[config.mk]
export PLATFORM = sky130hd
export DESIGN_NAME = swiglu_q15_pair_with_slice_adjust_core
export DESIGN_NICKNAME = d
export VERILOG_FILES = /design/src/swq_pkg.sv /design/src/swq_lane.sv /design/src/swiglu_q15_pair_with_slice_adjust_core.sv
export SDC_FILE = /design/constraint.sdc
export NUM_CORES = 2
export LEC_CHECK = 0
export ABC_AREA = 0
export BUFFER_PORTS_ARGS = -buffer_cell sky130_fd_sc_hd__buf_2
export CAP_MARGIN = 30
export CORE_MARGIN = 1
export CORE_UTILIZATION = 65
export DETAILED_ROUTE_END_ITERATION = 7
export PLACE_DENSITY = 0.87
export SKIP_CTS_REPAIR_TIMING = 1
export SYNTH_ARGS = -nofsm -noshare
export SYNTH_HDL_FRONTEND = slang
export SYNTH_SLANG_ARGS = --single-unit
[constraint.sdc]
create_clock -name aclk -period 14.4 [get_ports aclk]
set_input_delay 2.88 -clock aclk [delete_from_list [all_inputs] [get_ports aclk]]
set_output_delay 2.88 -clock aclk [all_outputs]
set_load 0.02 [all_outputs]
[src/swq_pkg.sv]
`default_nettype none
// ----------------------------------------------------------------------------
// SwiGLU Q15 pair package
// Shared constants, the stage load struct and the small arithmetic helpers
// used by the lane datapath.
// ----------------------------------------------------------------------------
package swq_pkg;

    localparam int SIG_LIMIT   = 2048;
    localparam int SIG_HALF    = 16384;
    localparam int SIG_MAX     = 32767;
    localparam int OFF_MUL_SL  = 13;
    localparam int OFF_MUL_LN  = 3;
    localparam int OFF_MOD     = 17;
    localparam int OFF_BIAS    = 8;
    localparam int NUM_STAGES  = 4;

    // One load strobe per pipeline stage.
    typedef struct packed {
        logic s1;
        logic s2;
        logic s3;
        logic s4;
    } swq_load_t;

    // Clamp a 19-bit signed value to the signed 16-bit range.
    function automatic logic signed [15:0] sat16(input logic signed [18:0] x);
        logic signed [15:0] r;
        if (x > 19'sd32767) begin
            r = 16'sh7fff;
        end else if (x < -19'sd32768) begin
            r = 16'sh8000;
        end else begin
            r = x[15:0];
        end
        return r;
    endfunction

    // Remainder modulo 17 of a 16-bit value. Since 256 is 1 mod 17 the two
    // bytes are folded first; since 16 is -1 mod 17 the nibbles then subtract.
    function automatic logic [4:0] mod17(input logic [15:0] x);
        logic [8:0] s;
        logic [5:0] t;
        s = {1'b0, x[15:8]} + {1'b0, x[7:0]};
        t = 6'(2 * OFF_MOD) + {2'b00, s[3:0]} - {1'b0, s[8:4]};
        if (t >= 6'(2 * OFF_MOD)) begin
            t = t - 6'(2 * OFF_MOD);
        end else if (t >= 6'(OFF_MOD)) begin
            t = t - 6'(OFF_MOD);
        end
        return t[4:0];
    endfunction

endpackage
`default_nettype wire

[src/swq_lane.sv]
`default_nettype none
// ----------------------------------------------------------------------------
// SwiGLU lane datapath
// Four register stages for one lane: sigmoid and gate product, SiLU and up
// product, saturation and slice scale, offset and final saturation.
// ----------------------------------------------------------------------------
module swq_lane
    import swq_pkg::*;
(
    input  wire logic               aclk,
    input  wire swq_load_t          load,
    input  wire logic [7:0]         slice_number,
    input  wire logic               lane_odd,
    input  wire logic signed [15:0] up,
    input  wire logic signed [15:0] gate,
    input  wire logic [15:0]        pair_index,
    output logic signed [15:0]      result
);

    // Stage 1: piecewise linear sigmoid and gate times sigmoid.
    logic [15:0]        sig;
    logic signed [16:0] sig_lin;
    logic signed [32:0] prod1;
    logic signed [31:0] p1_reg, p1_next;
    logic signed [15:0] up1_reg;
    logic [4:0]         idx_mod_reg, idx_mod_next;

    always_comb begin
        sig_lin = 17'sd16384 + (17'(gate) <<< 3);
        if (gate <= -16'sd2048) begin
            sig = 16'd0;
        end else if (gate >= 16'sd2048) begin
            sig = 16'(SIG_MAX);
        end else begin
            sig = sig_lin[15:0];
        end
        prod1        = gate * $signed({1'b0, sig});
        p1_next      = $signed(prod1[31:0]);
        idx_mod_next = mod17(pair_index);
    end

    always_ff @(posedge aclk) begin
        if (load.s1) begin
            p1_reg      <= p1_next;
            up1_reg     <= up;
            idx_mod_reg <= idx_mod_next;
        end
    end

    // Stage 2: SiLU with truncation toward zero, then up times SiLU.
    logic signed [31:0] p1_adj;
    logic signed [16:0] silu;
    logic signed [32:0] p2_reg, p2_next;
    logic [15:0]        off_sum;
    logic [4:0]         off_mod;
    logic signed [5:0]  delta2_reg, delta2_next;

    always_comb begin
        p1_adj  = p1_reg + (p1_reg[31] ? 32'sd32767 : 32'sd0);
        silu    = p1_adj[31:15];
        p2_next = up1_reg * silu;
        // Lane number is 2*index + odd, so its residue follows from the index's.
        off_sum = 16'(slice_number) * 16'(OFF_MUL_SL)
                + 16'(idx_mod_reg) * 16'(2 * OFF_MUL_LN)
                + (lane_odd ? 16'(OFF_MUL_LN) : 16'd0);
        off_mod = mod17(off_sum);
        if (slice_number == 8'd0) begin
            delta2_next = 6'sd0;
        end else begin
            delta2_next = $signed({1'b0, off_mod}) - 6'sd8;
        end
    end

    always_ff @(posedge aclk) begin
        if (load.s2) begin
            p2_reg     <= p2_next;
            delta2_reg <= delta2_next;
        end
    end

    // Stage 3: divide by 16384, saturate, scale by (256 + slice).
    // With slice zero the scale is exactly 256 and the offset is zero.
    logic signed [32:0] p2_adj;
    logic signed [15:0] swiglu;
    logic signed [9:0]  scale;
    logic signed [25:0] p3_reg, p3_next;
    logic signed [5:0]  delta3_reg;

    always_comb begin
        p2_adj  = p2_reg + (p2_reg[32] ? 33'sd16383 : 33'sd0);
        swiglu  = sat16(p2_adj[32:14]);
        scale   = $signed({2'b01, slice_number});
        p3_next = swiglu * scale;
    end

    always_ff @(posedge aclk) begin
        if (load.s3) begin
            p3_reg     <= p3_next;
            delta3_reg <= delta2_reg;
        end
    end

    // Stage 4: divide by 256, add the offset, saturate.
    logic signed [25:0] p3_adj;
    logic signed [18:0] adj_sum;
    logic signed [15:0] result_reg, result_next;

    always_comb begin
        p3_adj      = p3_reg + (p3_reg[25] ? 26'sd255 : 26'sd0);
        adj_sum     = $signed(p3_adj[25:8]) + delta3_reg;
        result_next = sat16(adj_sum);
    end

    always_ff @(posedge aclk) begin
        if (load.s4) begin
            result_reg <= result_next;
        end
    end

    assign result = result_reg;

endmodule
`default_nettype wire

[src/swiglu_q15_pair_with_slice_adjust_core.sv]
`default_nettype none
// ----------------------------------------------------------------------------
// SwiGLU Q15 pair core with slice adjustment
// Two lanes of piecewise linear SwiGLU with saturation, followed by an
// optional per-slice scale and lane-dependent offset.
// ----------------------------------------------------------------------------
// Four register stages lie between input acceptance and result valid; the
// first loads at the accepting edge, the output register is last.
// Throughput: one pair per cycle while m_ready holds; each stage holds one
// item and moves whenever the stage after it is empty or moving.
// Reset (aresetn low, synchronous): all stage valid bits clear and
// slice_number returns to 0.
// ----------------------------------------------------------------------------
module swiglu_q15_pair_with_slice_adjust_core
    import swq_pkg::*;
(
    input  wire logic               aclk,
    input  wire logic               aresetn,
    input  wire logic               cfg_valid,
    output logic                    cfg_ready,
    input  wire logic [7:0]         cfg_slice_number,
    input  wire logic               s_valid,
    output logic                    s_ready,
    input  wire logic signed [15:0] s_up_lane0,
    input  wire logic signed [15:0] s_up_lane1,
    input  wire logic signed [15:0] s_gate_lane0,
    input  wire logic signed [15:0] s_gate_lane1,
    input  wire logic [15:0]        s_pair_index,
    output logic                    m_valid,
    input  wire logic               m_ready,
    output logic signed [15:0]      m_result_lane0,
    output logic signed [15:0]      m_result_lane1
);

    logic [7:0] slice_reg, slice_next;

    assign cfg_ready = 1'b1;

    always_comb begin
        slice_next = (cfg_valid && cfg_ready) ? cfg_slice_number : slice_reg;
    end

    always_ff @(posedge aclk) begin
        if (!aresetn) begin
            slice_reg <= 8'd0;
        end else begin
            slice_reg <= slice_next;
        end
    end

    // Stage valid bits; index 0 is the first stage, the last is the output.
    logic [NUM_STAGES-1:0] vld_reg, vld_next;
    logic [NUM_STAGES-1:0] stg_ready;
    swq_load_t             load;

    always_comb begin
        stg_ready[NUM_STAGES-1] = !vld_reg[NUM_STAGES-1] || m_ready;
        for (int i = NUM_STAGES - 2; i >= 0; i--) begin
            stg_ready[i] = !vld_reg[i] || stg_ready[i+1];
        end
        vld_next[0] = stg_ready[0] ? s_valid : vld_reg[0];
        for (int i = 1; i < NUM_STAGES; i++) begin
            vld_next[i] = stg_ready[i] ? vld_reg[i-1] : vld_reg[i];
        end
        load.s1 = stg_ready[0];
        load.s2 = stg_ready[1];
        load.s3 = stg_ready[2];
        load.s4 = stg_ready[3];
    end

    always_ff @(posedge aclk) begin
        if (!aresetn) begin
            vld_reg <= '0;
        end else begin
            vld_reg <= vld_next;
        end
    end

    assign s_ready = stg_ready[0];
    assign m_valid = vld_reg[NUM_STAGES-1];

    swq_lane u_lane0 (
        .aclk         (aclk),
        .load         (load),
        .slice_number (slice_reg),
        .lane_odd     (1'b0),
        .up           (s_up_lane0),
        .gate         (s_gate_lane0),
        .pair_index   (s_pair_index),
        .result       (m_result_lane0)
    );

    swq_lane u_lane1 (
        .aclk         (aclk),
        .load         (load),
        .slice_number (slice_reg),
        .lane_odd     (1'b1),
        .up           (s_up_lane1),
        .gate         (s_gate_lane1),
        .pair_index   (s_pair_index),
        .result       (m_result_lane1)
    );

    // An empty first stage must always take an item.
    a_accept_when_empty: assert property (@(posedge aclk) disable iff (!aresetn)
        !vld_reg[0] |-> s_ready)
        else $error("first stage empty but input not ready");

    // An accepted item occupies the first stage on the next cycle.
    a_accept_lands: assert property (@(posedge aclk) disable iff (!aresetn)
        (s_valid && s_ready) |=> vld_reg[0])
        else $error("accepted item lost at first stage");

    // A blocked item in the third stage is held, not dropped.
    a_stage3_holds: assert property (@(posedge aclk) disable iff (!aresetn)
        (vld_reg[2] && !stg_ready[3]) |=> vld_reg[2])
        else $error("stalled item dropped from third stage");

endmodule
`default_nettype wire

==> results.txt <==
Setup slack after layout: 3.978 ns
Setup Skew: 0.01921 ns
Netlist cell types: 93
Largest net degree at the start of global routing: 79
H-tree levels: 2
Clk buf depth: 3
CTS Buf Count: 35
Total congestion overflow: 0
Sink Count: 287
Post-route core utilization: 0.6885
Antenna-violating nets left: 0
Post-DR wirelength/cell: 17.83 um
Avg Inst Size Synth: 9.554 um2
Io pins: 128
Detailed Place HPWL: 118900 um
Worst setup SP type: primary input
Share of the synthesized area in the top cell type: 0.3709
CTS tree: done
Post-synthesis sequential area ratio: 0.1311
Root buffer cell: clkbuf_16
Least-Margin Pin Slew: 1.020 ns
Vias in the first global route: 50482
Cells after Synth: 6786
HP Class: register to register
Syn_nets: 8796
Most frequent cells in the layout: 1451 x inv_1, 1201 x fa_1, 831 x nand2_1
Final period util: 0.7237
Pre-CTS setup slack: 3.532 ns
Die X: 317.8 um
Die height: 317.8 um
Clk Latency, worst-skew pair: 0.57 ns
Max FO, Critical Path: 31
Slew margin rel.: 0.3140
Fin Setup TNS: 0 ns
RSZ-0062 raised after global routing: no
Endpoint class of the critical path: register
RD Place Congestion: 0.9226
Fillers: 7056
Total GRT Usage: 0.2947
Synth area leader: fa_1
Vias per inst: 5.700
Sequential Area: 8498 um2
Vias post-DR: 46229
Reg2reg setup slack: 4.49 ns
# Max-Cap Violations: 0
Routed WL: 144600 um
Nets@finish: 8806
Ys async rst share: 0
Global-route wire length before repair: 243400 um
Initial DRC count: 2934
DRC errors left: 0
Final-report max-slew violation count: 0
Ys Warns: 0
Tmin final: 10.42 ns
Mapped Area: 64830 um2
Area Growth Syn to Fin: 4.676%
Status: complete, no violations
Most common cell after layout, fill and taps aside: inv_1
Multi-input logic area: 50130 um2
Final Hold Vio Count: 0
Reg clk slew, reported paths: 0.05 ns
Port bufs: 126
Flip-flop and latch count after synthesis: 287
# setup viols final: 0
DR pass1 iterations: 6
Fmax: 95.95 MHz
DIE AREA: 101000 um2
Site Rows: 115
Synth area leaders: fa_1 37%, ha_1 14%, edfxtp_1 13%
Crit Path Category: primary input to register
Main synth FF type: edfxtp_1
Required @ worst endpoint: 14.70 ns
CP arrival: 10.72 ns
Initial antenna violation count: 5
Layout cells sized above 1: 0.04984
Initial Util: 0.6578
Post-synth EDFFs: 275
Core ar.: 98560 um2
==> routing by layer <==
metal | global-route usage | vias to the layer above | wire [um]
met4 | 0.09385 | 10 | 4546
met2 | 0.5260 | 1778 | 72760
met1 | 0.3634 | 23004 | 57020
li1 | - | 21070 | -
met5 | 0 | - | 56
met3 | 0.04929 | 367 | 10220
==> worst paths after layout <==
kind / depth (start not counted) / start / endpoint
setup / recovery: 26 / s_gate_lane0[15] / u_lane0.p1_reg[30]
hold reg to reg: 0 / u_lane1.delta2_reg[0] / u_lane1.delta3_reg[0]
hold / removal: 0 / u_lane1.delta2_reg[0] / u_lane1.delta3_reg[0]
setup reg to reg: 26 / u_lane1.p1_reg[31] / u_lane1.p2_reg[32]
==> per-stage QoR <==
stage               cells  instance area [um2]  hold WS (ns)
global placement     8041                66660        0.4037
finish               8110                67860        0.4176
CTS                  8108                67830        0.4175
detailed placement   8045                66710        0.4054
floorplan            6786                64830        0.4003
global route         8109                67860        0.4285
==> layout make-up <==
| class | instances | area share |
|---|---|---|
| multi-input cells | 4843 | 0.7387 |
| inverters | 1453 | 0.08038 |
| well taps | 1287 | 0.02373 |
| flip-flops and latches | 287 | 0.1252 |
| clock inverters | 25 | 0.003485 |
| diodes | 1 | 0.00003687 |
| repair buffers | 176 | 0.01541 |
| clock buffers | 38 | 0.01307 |
==> cells in the mapped netlist (12+ instances only) <==
cell      instances
buf_1            19
a31oi_1          28
edfxtp_1        275
o21ai_1          22
clkbuf_1        166
o21ai_2          14
fa_1           1201
and3_1           37
or2_2            36
nand3_1          67
a21o_1           99
nor3_1           53
o21bai_1         28
dfxtp_1          12
nor2_1          176
o21a_1           56
ha_1            716
xor2_1          113
nand4_1          27
o31ai_1          13
nand2_1         833
xnor2_1         234
a21oi_1         198
buf_2            12
o21ai_0         104
and2_1          476
nand2b_1         30
a211oi_1         23
inv_1          1452
nor2b_1          66
or3_1            12
==> cell families after synthesis <==
| logic type | count (synthesis) | synth area share |
|---|---|---|
| simple gates | 1856 | 0.1391 |
| fa+ha+maj | 1917 | 0.5090 |
| xor+xnor | 348 | 0.04713 |
| flops | 287 | 0.1311 |
| mux | 16 | 0.002625 |
| buf+inv | 1656 | 0.09669 |
| compound gates | 705 | 0.07430 |
| other cells | 1 | 0.00005784 |
==> critical path: stages <==
cell and delay, ns:
buf_2 0.47, inv_1 0.51, nand2_1 0.41, nand2_1 0.41
and2_1 0.33, fa_1 0.54, inv_1 0.06, fa_1 0.53
inv_1 0.04, ha_1 0.17, inv_1 0.08, fa_1 0.44
fa_1 0.51, fa_1 0.49, inv_1 0.04, ha_1 0.34
o21ai_0 0.13, a21oi_1 0.28, a31oi_1 0.23, a2111oi_0 0.59
o21a_1 0.31, nor4_1 0.07, o21bai_1 0.40, a21oi_1 0.15
a21oi_1 0.20, xor2_1 0.09
Power is not shown: default switching activity piles up to over one toggle a cycle in this logic, so the estimate is an artifact.
